`config.mk`:
```
export PLATFORM = sky130hd
export DESIGN_NAME = ascii_integer_parser
export DESIGN_NICKNAME = d
export VERILOG_FILES = /design/src/hdl/aip_pkg.sv /design/src/hdl/aip_input_stage.sv /design/src/hdl/aip_core.sv /design/src/hdl/ascii_integer_parser.sv
export VERILOG_INCLUDE_DIRS = /design/src /design/src/hdl
export SDC_FILE = /design/constraint.sdc
export NUM_CORES = 1
export LEC_CHECK = 0
export ABC_CLOCK_PERIOD_IN_PS = 6540
export BUFFER_PORTS_ARGS = -buffer_cell sky130_fd_sc_hd__clkbuf_2
export CAP_MARGIN = 15
export CORE_MARGIN = 8
export CORE_UTILIZATION = 55
export CTS_CLUSTER_DIAMETER = 100
export DETAILED_ROUTE_END_ITERATION = 10
export PLACE_DENSITY = 0.75
export SYNTH_ARGS = -nofsm -noshare
export SYNTH_HDL_FRONTEND = slang
export SYNTH_HIERARCHICAL = 1
export SYNTH_SLANG_ARGS = --single-unit
```
`constraint.sdc`:
```
create_clock -name clock -period 6.54 [get_ports clock]
set_input_delay 0.981 -clock clock [delete_from_list [all_inputs] [get_ports clock]]
set_output_delay 0.981 -clock clock [all_outputs]
set_load 0.005 [all_outputs]
```
`src/hdl/assert_macros.svh`:
```
// Assertion macros shared by the parser modules.
`ifndef ASSERT_MACROS_SVH
`define ASSERT_MACROS_SVH

// Checks a property at every rising clock edge outside reset.
`define AIP_ASSERT(lbl, clk, rst, prop, msg) \
   lbl: assert property (@(posedge clk) disable iff (rst) prop) else $error(msg);

// Checks a property at every rising clock edge, reset included.
`define AIP_ASSERT_ALWAYS(lbl, clk, prop, msg) \
   lbl: assert property (@(posedge clk) prop) else $error(msg);

`endif

```
`src/hdl/aip_pkg.sv`:
```
// Package with the types, character codes and helpers of the ASCII integer parser.
package aip_pkg;

   localparam int RESULT_WIDTH_DEFAULT = 32;
   localparam int CHAR_WIDTH           = 8;
   localparam int DIGIT_WIDTH          = 4;

   localparam logic [CHAR_WIDTH-1:0] CHAR_NUL   = 8'h00;
   localparam logic [CHAR_WIDTH-1:0] CHAR_TAB   = 8'h09;
   localparam logic [CHAR_WIDTH-1:0] CHAR_CR    = 8'h0D;
   localparam logic [CHAR_WIDTH-1:0] CHAR_SPACE = 8'h20;
   localparam logic [CHAR_WIDTH-1:0] CHAR_PLUS  = 8'h2B;
   localparam logic [CHAR_WIDTH-1:0] CHAR_MINUS = 8'h2D;
   localparam logic [CHAR_WIDTH-1:0] CHAR_0     = 8'h30;
   localparam logic [CHAR_WIDTH-1:0] CHAR_9     = 8'h39;
   localparam logic [CHAR_WIDTH-1:0] CHAR_UA    = 8'h41;
   localparam logic [CHAR_WIDTH-1:0] CHAR_UF    = 8'h46;
   localparam logic [CHAR_WIDTH-1:0] CHAR_UX    = 8'h58;
   localparam logic [CHAR_WIDTH-1:0] CHAR_LA    = 8'h61;
   localparam logic [CHAR_WIDTH-1:0] CHAR_LF    = 8'h66;
   localparam logic [CHAR_WIDTH-1:0] CHAR_LX    = 8'h78;
   localparam logic [DIGIT_WIDTH-1:0] HEX_LETTER_BASE = 4'd10;

   typedef enum logic [5:0] {
      PH_SPACE  = 6'b000001,
      PH_SIGNED = 6'b000010,
      PH_ZERO   = 6'b000100,
      PH_DEC    = 6'b001000,
      PH_HEX    = 6'b010000,
      PH_STOP   = 6'b100000
   } phase_type;

   typedef struct packed {
      logic                  valid;
      logic [CHAR_WIDTH-1:0] char_code;
      logic                  end_of_string;
   } item_type;

   typedef struct packed {
      logic ok;
      logic [DIGIT_WIDTH-1:0] value;
   } digit_type;

   function automatic logic is_blank(input logic [CHAR_WIDTH-1:0] c);
      return (c == CHAR_SPACE) || ((c >= CHAR_TAB) && (c <= CHAR_CR));
   endfunction

   function automatic digit_type dec_digit(input logic [CHAR_WIDTH-1:0] c);
      digit_type d;
      d.ok    = (c >= CHAR_0) && (c <= CHAR_9);
      d.value = c[DIGIT_WIDTH-1:0];
      return d;
   endfunction

   function automatic digit_type hex_digit(input logic [CHAR_WIDTH-1:0] c);
      digit_type d;
      d.ok    = 1'b1;
      d.value = c[DIGIT_WIDTH-1:0];
      if ((c >= CHAR_0) && (c <= CHAR_9)) begin
         d.value = c[DIGIT_WIDTH-1:0];
      end else if ((c >= CHAR_LA) && (c <= CHAR_LF)) begin
         d.value = DIGIT_WIDTH'(c - CHAR_LA) + HEX_LETTER_BASE;
      end else if ((c >= CHAR_UA) && (c <= CHAR_UF)) begin
         d.value = DIGIT_WIDTH'(c - CHAR_UA) + HEX_LETTER_BASE;
      end else begin
         d.ok = 1'b0;
      end
      return d;
   endfunction

endpackage

```
`src/hdl/aip_input_stage.sv`:
```
// Input register that holds one word of the request channel until the parser takes it.
module aip_input_stage
   import aip_pkg::*;
(
   input  logic                  clock,
   input  logic                  reset,
   input  logic                  req_valid,
   output logic                  req_stall,
   input  logic [CHAR_WIDTH-1:0] req_char_code,
   input  logic                  req_end_of_string,
   input  logic                  advance,
   output item_type              item
);

   logic                  valid_ff;
   logic [CHAR_WIDTH-1:0] char_ff;
   logic                  eos_ff;
   logic                  load;

   assign req_stall = valid_ff && !advance;
   assign load      = req_valid && !req_stall;

   always_ff @(posedge clock) begin
      if (reset) begin
         valid_ff <= 1'b0;
      end else if (!req_stall) begin
         valid_ff <= req_valid;
      end
   end

   always_ff @(posedge clock) begin
      if (load) begin
         char_ff <= req_char_code;
         eos_ff  <= req_end_of_string;
      end
   end

   assign item.valid         = valid_ff;
   assign item.char_code     = char_ff;
   assign item.end_of_string = eos_ff;

endmodule

```
`src/hdl/aip_core.sv`:
```
// Parser state machine, accumulator and sign, updated once for each word.
`include "assert_macros.svh"
module aip_core
   import aip_pkg::*;
#(
   parameter int RESULT_WIDTH = RESULT_WIDTH_DEFAULT
)
(
   input  logic                    clock,
   input  logic                    reset,
   input  item_type                item,
   input  logic                    advance,
   output logic                    result_valid,
   output logic [RESULT_WIDTH-1:0] result_value
);

   phase_type               phase_ff, phase_in;
   logic [RESULT_WIDTH-1:0] acc_ff, acc_in;
   logic                    neg_ff, neg_in;
   logic [RESULT_WIDTH-1:0] acc_x10, acc_x16;
   digit_type               dd, hd;
   logic                    take;
   logic [CHAR_WIDTH-1:0]   c;

   assign c       = item.char_code;
   assign dd      = dec_digit(c);
   assign hd      = hex_digit(c);
   assign acc_x10 = (acc_ff << 3) + (acc_ff << 1)
                    + {{(RESULT_WIDTH-DIGIT_WIDTH){1'b0}}, dd.value};
   assign acc_x16 = {acc_ff[RESULT_WIDTH-DIGIT_WIDTH-1:0], hd.value};
   assign take    = item.valid && advance;

   always_comb begin
      phase_in = phase_ff;
      acc_in   = acc_ff;
      neg_in   = neg_ff;
      unique case (phase_ff)
         PH_SPACE, PH_SIGNED: begin
            if ((phase_ff == PH_SPACE) && is_blank(c)) begin
               phase_in = PH_SPACE;
            end else if ((phase_ff == PH_SPACE) && ((c == CHAR_MINUS) || (c == CHAR_PLUS))) begin
               neg_in   = (c == CHAR_MINUS);
               phase_in = PH_SIGNED;
            end else if (c == CHAR_0) begin
               acc_in   = '0;
               phase_in = PH_ZERO;
            end else if (dd.ok) begin
               acc_in   = {{(RESULT_WIDTH-DIGIT_WIDTH){1'b0}}, dd.value};
               phase_in = PH_DEC;
            end else begin
               phase_in = PH_STOP;
            end
         end
         PH_ZERO: begin
            if ((c == CHAR_LX) || (c == CHAR_UX)) begin
               acc_in   = '0;
               phase_in = PH_HEX;
            end else if (dd.ok) begin
               acc_in   = acc_x10;
               phase_in = PH_DEC;
            end else begin
               phase_in = PH_STOP;
            end
         end
         PH_DEC: begin
            if (dd.ok) begin
               acc_in = acc_x10;
            end else begin
               phase_in = PH_STOP;
            end
         end
         PH_HEX: begin
            if (hd.ok) begin
               acc_in = acc_x16;
            end else begin
               phase_in = PH_STOP;
            end
         end
         PH_STOP: begin
            phase_in = PH_STOP;
         end
         default: begin
            phase_in = PH_STOP;
         end
      endcase
   end

   assign result_valid = take && item.end_of_string;
   assign result_value = neg_in ? ('0 - acc_in) : acc_in;

   always_ff @(posedge clock) begin
      if (reset) begin
         phase_ff <= PH_SPACE;
         acc_ff   <= '0;
         neg_ff   <= 1'b0;
      end else if (take) begin
         if (item.end_of_string) begin
            phase_ff <= PH_SPACE;
            acc_ff   <= '0;
            neg_ff   <= 1'b0;
         end else begin
            phase_ff <= phase_in;
            acc_ff   <= acc_in;
            neg_ff   <= neg_in;
         end
      end
   end

   `AIP_ASSERT(a_stop_holds, clock, reset, (take && !item.end_of_string && phase_ff == PH_STOP) |=> (phase_ff == PH_STOP), "Parser left the stopped phase before the end of the string.")
   `AIP_ASSERT(a_clear_after_end, clock, reset, result_valid |=> (phase_ff == PH_SPACE && acc_ff == '0 && !neg_ff), "Parser state was not cleared after the end of a string.")
   `AIP_ASSERT(a_acc_zero_early, clock, reset, (phase_ff == PH_SPACE || phase_ff == PH_SIGNED) |-> (acc_ff == '0), "Accumulator is not zero before the first digit.")

endmodule

```
`src/hdl/ascii_integer_parser.sv`:
```
// Top level of the streaming ASCII to signed integer parser.
// The request channel carries one character word per cycle, req_char_code with
// req_end_of_string marking the last character of a string. The parser skips
// leading whitespace, takes one optional sign, reads decimal digits or, after
// a 0x or 0X prefix, hexadecimal digits, and stops at the first other character.
// The response channel carries one word, rsp_parsed_value, for each string,
// produced by the character flagged as end of string; other characters give none.
// A word passes an input register and then a result register: a result appears
// in the result register once its last character is taken from the input register.
// Throughput is one character per cycle while the request channel does not stall.
// While the receiver stalls a waiting result, characters without the end flag
// still flow; an end-flagged character waits in the input register and the
// request channel stalls until the result is taken.
// Synchronous reset clears the valid flags of both registers and returns the parser
// to skipping whitespace with a zero accumulator and a positive sign.
`include "assert_macros.svh"
module ascii_integer_parser
   import aip_pkg::*;
#(
   parameter int RESULT_WIDTH = RESULT_WIDTH_DEFAULT
)
(
   input  logic                           clock,
   input  logic                           reset,
   input  logic                           req_valid,
   output logic                           req_stall,
   input  logic [CHAR_WIDTH-1:0]          req_char_code,
   input  logic                           req_end_of_string,
   output logic                           rsp_valid,
   input  logic                           rsp_stall,
   output logic signed [RESULT_WIDTH-1:0] rsp_parsed_value
);

   item_type                item;
   logic                    advance;
   logic                    result_valid;
   logic [RESULT_WIDTH-1:0] result_value;
   logic                    rsp_valid_ff;
   logic [RESULT_WIDTH-1:0] rsp_value_ff;

   // Only an end-flagged word needs the result register to be free.
   assign advance = !(item.end_of_string && rsp_valid_ff && rsp_stall);

   aip_input_stage u_input (
      .clock             (clock),
      .reset             (reset),
      .req_valid         (req_valid),
      .req_stall         (req_stall),
      .req_char_code     (req_char_code),
      .req_end_of_string (req_end_of_string),
      .advance           (advance),
      .item              (item)
   );

   aip_core #(
      .RESULT_WIDTH (RESULT_WIDTH)
   ) u_core (
      .clock        (clock),
      .reset        (reset),
      .item         (item),
      .advance      (advance),
      .result_valid (result_valid),
      .result_value (result_value)
   );

   always_ff @(posedge clock) begin
      if (reset) begin
         rsp_valid_ff <= 1'b0;
      end else if (result_valid) begin
         rsp_valid_ff <= 1'b1;
      end else if (!rsp_stall) begin
         rsp_valid_ff <= 1'b0;
      end
   end

   always_ff @(posedge clock) begin
      if (result_valid) begin
         rsp_value_ff <= result_value;
      end
   end

   assign rsp_valid        = rsp_valid_ff;
   assign rsp_parsed_value = $signed(rsp_value_ff);

   `AIP_ASSERT(a_no_overwrite, clock, reset, (rsp_valid_ff && rsp_stall) |-> !result_valid, "A waiting result would be overwritten.")
   `AIP_ASSERT(a_hold_stalled, clock, reset, (rsp_valid_ff && rsp_stall) |=> (rsp_valid_ff && $stable(rsp_value_ff)), "A stalled result changed.")
   `AIP_ASSERT_ALWAYS(a_reset_empty, clock, reset |=> !rsp_valid_ff, "Result register is not empty after reset.")

endmodule
```
# After elaboration in Yosys (flattened, before gate mapping)
# Cells that the tools add are included.
word_totals:
  regBits: 82
  inputBits: 13
  out_inout_bits: 34
  wordCells: 87
classes:
  add_sub_neg: 7
  magnitude_cmp: 8
  n_eq_ne: 14
  n_mux: 31
  reduce_logical: 19
op_table:
  columns: ["operator", "count"]
  rows:
  - ["$mux 32", 9]
  - ["$pmux 32 s4", 1]
  - ["$mux 6", 8]
  - ["$add 32x32->32", 1]
  - ["$add 32x4->32", 1]
  - ["$eq 8x6->1 const B", 4]
  - ["$sub 1x32->32 const A", 1]
  - ["$pmux 6 s4", 1]
  - ["$eq 8x7->1 const B", 2]
  - ["$ge 8x7->1 const B", 2]
  - ["$le 8x7->1 const B", 2]
  - ["$logic_and 1x1->1", 12]
  - ["$mux 4", 3]
  - ["$mux 1", 9]
  - ["$add 4x4->4 const B", 2]
  - ["$ge 8x4->1 const B", 1]
  - ["$ge 8x6->1 const B", 1]
  - ["$le 8x4->1 const B", 1]
  - ["$le 8x6->1 const B", 1]
  - ["$sub 4x1->4 const B", 2]
  - ["$eq 6x1->1 const B", 1]
  - ["$eq 6x2->1 const B", 1]
  - ["$eq 6x3->1 const B", 1]
  - ["$eq 6x4->1 const B", 1]
  - ["7 further kinds", 11]

# Logic depth before layout (Yosys ltp)
# Gate-level depths: netlist of the first run.
logic_depth:
  depth_word: 9
  mapped_depth: 16
  ltp_nobuf: 15

# Cells and area by module
# Netlist of the first run, hierarchy kept.
by_module_without_submodules:
  columns: ["mod", "instances", "cells_each", "area_each_um2", "seq_area_each_um2"]
  rows:
  - ["aip_core", 1, 679, 5158.7, 780.7]
  - ["ascii_integer_parser", 1, 36, 994.7, 980.9]
  - ["aip_input_stage", 1, 15, 335.3, 290.3]

# Worst setup path after synthesis of the first run
# OpenSTA, ideal clock, no wires.
synth_path:
  path_kind: "reg-to-reg"
  startpoint: "register u_input.char_ff[3]"
  endpoint: "register rsp_value_ff[31], in the netlist rsp_parsed_value[31] (data pin)"
  setup_time_ns: 0.263
  arrival_time_ns: 4.452
  t_required_ns: 6.277
  path_slack_ns: 1.826
  stages_incl_launch_ff: 17
  n_path_buf: 1
  period_less_slack_ns: 4.714
  cell_sequence: "edfxtp_1 -> buf_2 -> inv_1 -> fa_1 -> inv_1 -> fa_1 -> a21oi_1 -> o221ai_1 -> o2111a_1 -> a221oi_1 -> o21ai_0 -> xnor2_1 -> o21ai_0 -> or3_1 -> or3b_2 -> o41ai_2 -> xnor2_1"
synth_between:
  elab_chain_len: 9
  word_cells_on_any_way: 47
  classes_between: "add/sub: 6; order compare: 8; eq/ne: 6; mux: 18; reduce/logical: 9"
synth_rtl:
  columns: ["item", "line", "text"]
  rows:
  - ["from (decl)", "aip_input_stage.sv:16", "logic [CHAR_WIDTH-1:0] char_ff;"]
  - ["from (signal assigned)", "aip_input_stage.sv:33", "char_ff <= req_char_code;"]
  - ["$sub 4x1->4, or another cell as far along", "aip_pkg.sv:62, aip_pkg.sv:64", null]
  - ["$add 4x4->4, or another cell as far along", "aip_pkg.sv:62, aip_pkg.sv:64", null]
  - ["$mux 4, or another cell as far along", "aip_pkg.sv:63", "end else if ((c >= CHAR_UA) && (c <= CHAR_UF)) begin"]
  - ["$mux 4, or another cell as far along", "aip_pkg.sv:61", "end else if ((c >= CHAR_LA) && (c <= CHAR_LF)) begin"]
  - ["$mux 4, or another cell as far along", "aip_pkg.sv:59", "if ((c >= CHAR_0) && (c <= CHAR_9)) begin"]
  - ["$mux 32 (on tied branches)", "aip_core.sv:73, aip_core.sv:39", null]
  - ["$pmux 32 s4", "aip_core.sv:37", "unique case (phase_ff)"]
  - ["$sub 1x32->32", "aip_core.sv:89", "assign result_value = neg_in ? ('0 - acc_in) : acc_in;"]
  - ["$mux 32 (*)", "aip_core.sv:89", null]
  - ["named net result_value[31]", "ascii_integer_parser.sv:37", "logic [RESULT_WIDTH-1:0] result_value;"]
  - ["to (signal assigned)", "ascii_integer_parser.sv:78", "rsp_value_ff <= result_value;"]
  - ["to (decl)", "ascii_integer_parser.sv:39", "logic [RESULT_WIDTH-1:0] rsp_value_ff;"]
# The timed path passes the listed nets; every way through them passes the cells marked *.
# A chain may end at the register's enable or synchronous reset.

# Final worst setup path of the first run
# Ends and elaborated chain as after synthesis.

==> impl_metrics.yaml, run 1 <==
clocking:
  cts_buffer_depth: 2
  cts_setup_buffers: 0
  insertion_delay_ns: 0.34
  h-tree-depth: 3
  clk_pin_slew_worst_paths_ns: 0.06
  root_buffer: "clkbuf_16"
  cts_tree: "built"
  cts.sinks: 82
  postCtsHoldBufs: 0
  cts_buffers: 9
  ctsResizeCount: 0
pwr:
  pwr_density_cell_nw_per_um2: 166.5
  switching_power_uw: 277.3
  p_int_uw: 906.1
  p_leak_uw: 0.003045
  ir_worst_vdd_mv: 0.1642
  p_comb_share_pct: 8.2
  power_frac_clock_pct: 45.0
  p_total_uw: 1183
  p_sw_share_pct: 23.43
  pwr-share-seq_pct: 46.8
worst_setup_path:
  worstSetupEndpoint: "rsp_parsed_value[31]"
  crit-reg2reg-launch: "u_input/char_ff[3]"
  crit_path_end_kind: "flop"
  critPathMaxFanout: 11
  cp.required_ns: 6.62
  crit_slowest_cell: "fa_1"
  max_stage_delay_ns: 0.55
  reg2reg_to: "rsp_parsed_value[31]"
  crit_type: "flop to flop"
  cp_top_family: "compound AO/OA/AOI/OAI gates"
  ff2ff_setup_slack_ns: 1.02
  crit_buf_inv: 2
  critPathLaunch: "u_input/char_ff[3]"
  cp.arrival_ns: 5.60
  cp.depth: 15
  cp_cell_sequence: "inv_1 -> fa_1 -> inv_1 -> fa_1 -> a21oi_1 -> o221ai_1 -> o2111a_1 -> a221oi_1 -> o21ai_0 -> xnor2_1 -> o21ai_0 -> or3_1 -> or3b_2 -> o41ai_2 -> xnor2_1"
  startpoint_type: "flop"
  worstRegToRegCells: 15
synthesis:
  yosysTopAreaCellShare_pct: 18.97
  synth_area_sq_um: 6489
  synth-simple-area-share_pct: 17.14
  synth.yosys.warnings: 6
  ys_seq_area_share_pct: 31.62
  post_synth_mux_area_share_pct: 0.7713
  synth-xor-area-share_pct: 7.019
  yosysUniqueCellTypes: 79
  netlist_instances: 730
  synth_fa_ha_area_share_pct: 12.77
  yosysTopAreaCell: "edfxtp_1"
  syn_avg_cell_area_sq_um: 8.889
  ys_ff_latch: 82
  synth_common_cells: "nor2_1 (84), ha_1 (63), a21oi_1 (59), nand2_1 (49)"
  synth_compound_area_share_pct: 26.53
  synth_top_family_by_area: "compound AO/OA/AOI/OAI gates"
  yosys-top-cells-area: "edfxtp_1 (19%), dfxtp_1 (13%), ha_1 (12%), nor2_1 (4.9%), a21oi_1 (4.6%)"
  post-synth-top-count-cell: "nor2_1"
  syn-num-nets: 808
  async_reset_ff_share_pct: 0
  synth_edf_count: 41
  yosys_most_used_dff: "edfxtp_1"
die:
  core_area_sq_um: 11470
  die_y_um: 124.6
  num_rows: 39
  start_util_pct: 56.58
  ios: 47
  die_w_um: 124.6
  dieArea_sq_um: 15530
timing:
  worstMarginPinSlew_ns: 1.152
  slew_viol_final: 0
  finalSetupViolations: 0
  hold_slack_ns: 0.5302
  finalHoldViolations: 0
  rsz0062_at_grt: "false"
  fmax_ghz: 0.1812
  setup_tns_ns: 0
  finalCriticalPeriod_ns: 5.519
  clock_skew_ns: 0.007788
  worst_slack_ns: 1.021
  fin_crit_sh_pct: 84.39
  maxSlewHeadroom_pct: 23.20
grt:
  grt.total_usage_pct: 22.73
  first_global_vias: 6089
  grt_pass1_wl_um: 29790
  grt-ovfl-total: 0
  antenna_found_initial: 0
  grt_max_degree: 42
drt:
  drc_errors: 0
  post_drt_wl_per_cell_um: 19.77
  wl_met3_um: 1287
  vias_per_cell: 6.693
  num_vias: 6077
  antenna_left: 0
  dr.pass1.iters: 6
  wl_met2_um: 8588
  drtIter0Drc: 667
  maxUsedRoutingLayer: "met4"
  drt-met1-wl_um: 7368
  totalWireLength_um: 17950
placement:
  place_congestion: 0.9525
  dp_hpwl_um: 13230
  dp_slack_ns: 1.122
  port_buffers: 46
cells_and_area:
  diodes: 0
  fin_util_pct: 61.99
  drive_above_1_share_pct: 12.03
  syn2layout_area_growth_pct: 9.545
  filler_cell_count: 1011
  nets: 838
job:
  cap_viol_max_count: 0
min_path:
  min_path_type: "flop to flop"
outcome:
  status: "finished clean"
-- worst register-to-register path, stage by stage (launching register included) --
cell and delay (ns):
edfxtp_1 0.54, inv_1 0.16, fa_1 0.55, inv_1 0.07, fa_1 0.47, a21oi_1 0.25, o221ai_1 0.35, o2111a_1 0.35
a221oi_1 0.42, o21ai_0 0.28, xnor2_1 0.20, o21ai_0 0.17, or3_1 0.48, or3b_2 0.53, o41ai_2 0.33, xnor2_1 0.10
-- stage by stage --
step,cells,area [sq um]
2_1_floorplan,730,6489
3_3_place_gp,892,6790
3_5_place_dp,892,6790
4_1_cts,908,7108
5_1_grt,908,7108
6_report,908,7108
-- registers in the layout, summed over array words and instances, names as in the netlist --
name and count:
rsp_parsed_value 32, rsp_valid 1, u_core/acc_ff 32, u_input/valid_ff 1, u_core/neg_ff 1, u_input/char_ff 8
u_core/phase_ff 6, u_input/eos_ff 1
-- kinds of logic (layout without fill, tap and decap cells) --
kind of cell / count (synthesis) / after routing
AO/OA/AOI/OAI: 247 / 247
AND/OR/NAND/NOR: 216 / 216
flip-flops: 82 / 82
adder cells (fa/ha/maj): 65 / 65
buffers and inverters: 63 / 98
XOR/XNOR: 52 / 52
multiplexers: 5 / 5
-- how the worst min path moves through the flow --
stage	start	to	slack, ns	cells past startpoint
after floorplan	u_core/phase_ff[2]	u_core/phase_ff[2]	0.47	2
final	u_core/phase_ff[2]	u_core/phase_ff[2]	0.53	2
after CTS	u_core/phase_ff[2]	u_core/phase_ff[2]	0.53	2
after detailed placement	u_core/phase_ff[2]	u_core/phase_ff[2]	0.52	2
after global routing	u_core/phase_ff[2]	u_core/phase_ff[2]	0.55	2
after global placement	u_core/acc_ff[31]	u_core/acc_ff[31]	0.50	2
-- power groups by stage --
stage,registers (uW),clock network (uW),logic (uW)
after floorplan,561,0,70.3
final,553,533,97.4
after detailed placement,564,0,94.9
after global placement,564,0,93.2
after global routing,554,562,106
after CTS,553,538,95.5
-- cells in the final DEF, fill, tap and decap left out, types with 4 or more instances in the layout --
| master | instances |
|---|---|
| o221ai_1 | 4 |
| xnor2_1 | 33 |
| dfxtp_1 | 41 |
| a21o_1 | 11 |
| clkbuf_16 | 10 |
| nor4_1 | 5 |
| nand4_1 | 10 |
| a22oi_1 | 36 |
| clkbuf_2 | 46 |
| a221oi_1 | 6 |
| o21bai_1 | 5 |
| a221o_1 | 9 |
| o211ai_1 | 7 |
| and2_1 | 11 |
| a211oi_1 | 7 |
| a222oi_1 | 6 |
| a31oi_1 | 14 |
| ha_1 | 63 |
| o21ai_0 | 39 |
| inv_1 | 30 |
| xor2_1 | 19 |
| nand2_1 | 49 |
| nand3_1 | 10 |
| buf_4 | 6 |
| o22ai_1 | 4 |
| nor3_1 | 6 |
| o31ai_1 | 5 |
| nor2_1 | 84 |
| edfxtp_1 | 41 |
| mux2i_1 | 5 |
| nor2b_1 | 5 |
| a21oi_1 | 58 |
-- routing by layer --
layer / vias up / GRT usage, %
met1: 2910 / 26.42
met2: 278 / 38.41
met5: - / 0
li1: 2829 / -
met4: 0 / 12.05
met3: 60 / 4.809
-- final cells by class --
| type | instances | area [sq um] | share of cell area, % |
|---|---|---|---|
| multi-input cells | 585 | 4172 | 58.69 |
| flip-flops and latches | 82 | 2052 | 28.87 |
| repair buffers | 52 | 275.3 | 3.873 |
| clock buffers | 13 | 271.5 | 3.820 |
| well taps | 143 | 178.9 | 2.517 |
| inverters | 30 | 112.6 | 1.584 |
| clock inverters | 3 | 46.29 | 0.6513 |
Note: power is estimated with default switching activity, not from simulation.
==> run 2, diff against run 1 <==
--- a/config.mk
+++ b/config.mk
@@ -6,7 +6,7 @@
 export SDC_FILE = /design/constraint.sdc
 export NUM_CORES = 1
 export LEC_CHECK = 0
-export ABC_CLOCK_PERIOD_IN_PS = 6540
+export ABC_CLOCK_PERIOD_IN_PS = 5100
 export BUFFER_PORTS_ARGS = -buffer_cell sky130_fd_sc_hd__clkbuf_2
 export CAP_MARGIN = 15
 export CORE_MARGIN = 8
==> constraint.sdc (replaced) <==
create_clock -name clock -period 5.1 [get_ports clock]
set_input_delay 0.765 -clock clock [delete_from_list [all_inputs] [get_ports clock]]
set_output_delay 0.765 -clock clock [all_outputs]
set_load 0.005 [all_outputs]
==> run 2 against run 1 <==
Clock skew hardly changed. Register-to-register slack worse by 0.82 ns. Critical path depth is 1 lower. Utilization is 1.2 points higher. Combinational power is 42% higher. Worst setup slack worse by 0.82 ns. Via count is 1.1% higher. Largest cell class unchanged. Wire length is 1.8% higher. Critical endpoint unchanged. Sequential share of layout area is 0.57 points lower. Non-clock buffer count is 16 higher. Count of clock-buffer cells in the layout is 1 lower. Hold slack worse by 0.019 ns.
==> impl_metrics.yaml, run 2 (synthesis gave the netlist of run 1 again) <==
drt:
  totalWireLength_um: 18270
  dr.pass1.iters: 5
  drtIter0Drc: 606
  antenna_left: 0
  num_vias: 6142
  post_drt_wl_per_cell_um: 19.77
  drc_errors: 0
  vias_per_cell: 6.647
worst_setup_path:
  max_stage_delay_ns: 0.70
  cp.required_ns: 5.18
  cp_cell_sequence: "inv_1 -> ha_1 -> o21bai_1 -> a21oi_1 -> a31oi_2 -> or2_1 -> buf_4 -> o32a_1 -> nor4_2 -> nor3b_2 -> nand4_1 -> buf_4 -> o41ai_2 -> xnor2_1"
  startpoint_type: "flop"
  crit_buf_inv: 3
  crit_slowest_cell: "a21oi_1"
  crit-reg2reg-launch: "u_input/char_ff[1]"
  crit_type: "flop to flop"
  critPathLaunch: "u_input/char_ff[1]"
  path_common_cell: "buf_4"
  cp.arrival_ns: 4.98
  worstRegToRegCells: 14
  cp.depth: 14
  crit_path_end_kind: "flop"
  critPathMaxFanout: 14
  cp_top_family: "simple AND/OR/NAND/NOR gates"
timing:
  finalSetupViolations: 0
  maxSlewHeadroom_pct: 21.84
  finalCriticalPeriod_ns: 4.902
  slew_viol_final: 0
  fin_crit_sh_pct: 96.12
  rsz0062_at_grt: "false"
  finalHoldViolations: 0
  worstMarginPinSlew_ns: 1.172
  clock_skew_ns: 0.007724
  fmax_ghz: 0.2040
  setup_tns_ns: 0
cells_and_area:
  nets: 854
  fin_area_sq_um: 7251
  fin_util_pct: 63.23
  diodes: 0
  syn2layout_area_growth_pct: 11.74
  layout_commonest_cell: "nor2_1"
  final_cell_mix: "nor2_1 (84), ha_1 (63), a21oi_1 (56), nand2_1 (49), clkbuf_2 (46)"
  drive_above_1_share_pct: 14.60
placement:
  dpl-instance-area_sq_um: 6903
  place_congestion: 0.9441
  port_buffers: 46
  dp_hpwl_um: 13390
die:
  ios: 47
  dieArea_sq_um: 15530
  start_util_pct: 56.58
  num_rows: 39
  die_w_um: 124.6
  core_area_sq_um: 11470
  die_y_um: 124.6
grt:
  grt.total_usage_pct: 22.79
  first_global_vias: 5947
  grt_pass1_wl_um: 29630
  antenna_found_initial: 0
  grt-ovfl-total: 0
  grt_max_degree: 42
pwr:
  p_leak_uw: 0.003119
  pwr_density_cell_nw_per_um2: 208.7
  p_total_uw: 1513
  ir_worst_vdd_mv: 0.2431
min_path:
  min_path_type: "flop to flop"
  min_from: "u_core/phase_ff[2]"
  hold_depth: 2
clocking:
  cts_buffers: 9
  cts.sinks: 82
  cts_tree: "built"
  postCtsHoldBufs: 0
  root_buffer: "clkbuf_16"
  cts_buffer_depth: 2
  h-tree-depth: 3
  clk_pin_slew_worst_paths_ns: 0.06
  insertion_delay_ns: 0.34
job:
  cap_viol_max_count: 0
outcome:
  status: "finished clean"
## run 2: worst paths after layout
check / to / slack (ns)
worst max-delay path: rsp_parsed_value[31] / 0.20
worst min-delay path: u_core/phase_ff[2] / 0.51
worst max register to register: rsp_parsed_value[31] / 0.20
worst min register to register: u_core/phase_ff[2] / 0.51
## run 2: area by class of cell
cell class	count	area, sq um
fill	936	4217
tap	143	178.9
clock buffer	12	256.5
clock inverter	4	51.30
sequential	82	2052
inverter	30	112.6
multi-input combinational	585	4204
timing repair buffer	68	395.4
## run 2: through the flow
stage	hold WS, ns	std cells	setup WS [ns]
floorplan	0.4713	730	0.3859
CTS	0.5138	923	0.1157
finish	0.5116	924	0.1979
global route	0.5570	924	0.00003864
detailed placement	0.5057	907	0.1997
global placement	0.4957	907	0.3935
## run 2: report_power, final
| group | switching [uW] | internal, uW |
|---|---|---|
| sequential | 7.70 | 699 |
| combinational | 93.1 | 44.5 |
| clock | 262 | 406 |
## run 2: routing by layer
layer | vias to the layer above | global-route usage, % | part of all wire [%]
li1 | 2862 | - | -
met1 | 2910 | 27.08 | 41
met2 | 309 | 38.73 | 48
met3 | 61 | 4.340 | 7.2
met4 | 0 | 10.77 | 3.6
met5 | - | 0 | 0
## run 2: repair_timing
action,CTS,global route
setup buffers,0,1
hold endpoints to repair,0,0
endpoints found under the setup margin,0,7
resized for setup,0,7
## run 2: worst register-to-register path: stages (launching register included)
cell	delay, ns
edfxtp_1	0.48
inv_1	0.17
ha_1	0.23
o21bai_1	0.11
a21oi_1	0.70
a31oi_2	0.16
or2_1	0.45
buf_4	0.29
o32a_1	0.26
nor4_2	0.59
nor3b_2	0.46
nand4_1	0.15
buf_4	0.18
o41ai_2	0.29
xnor2_1	0.13
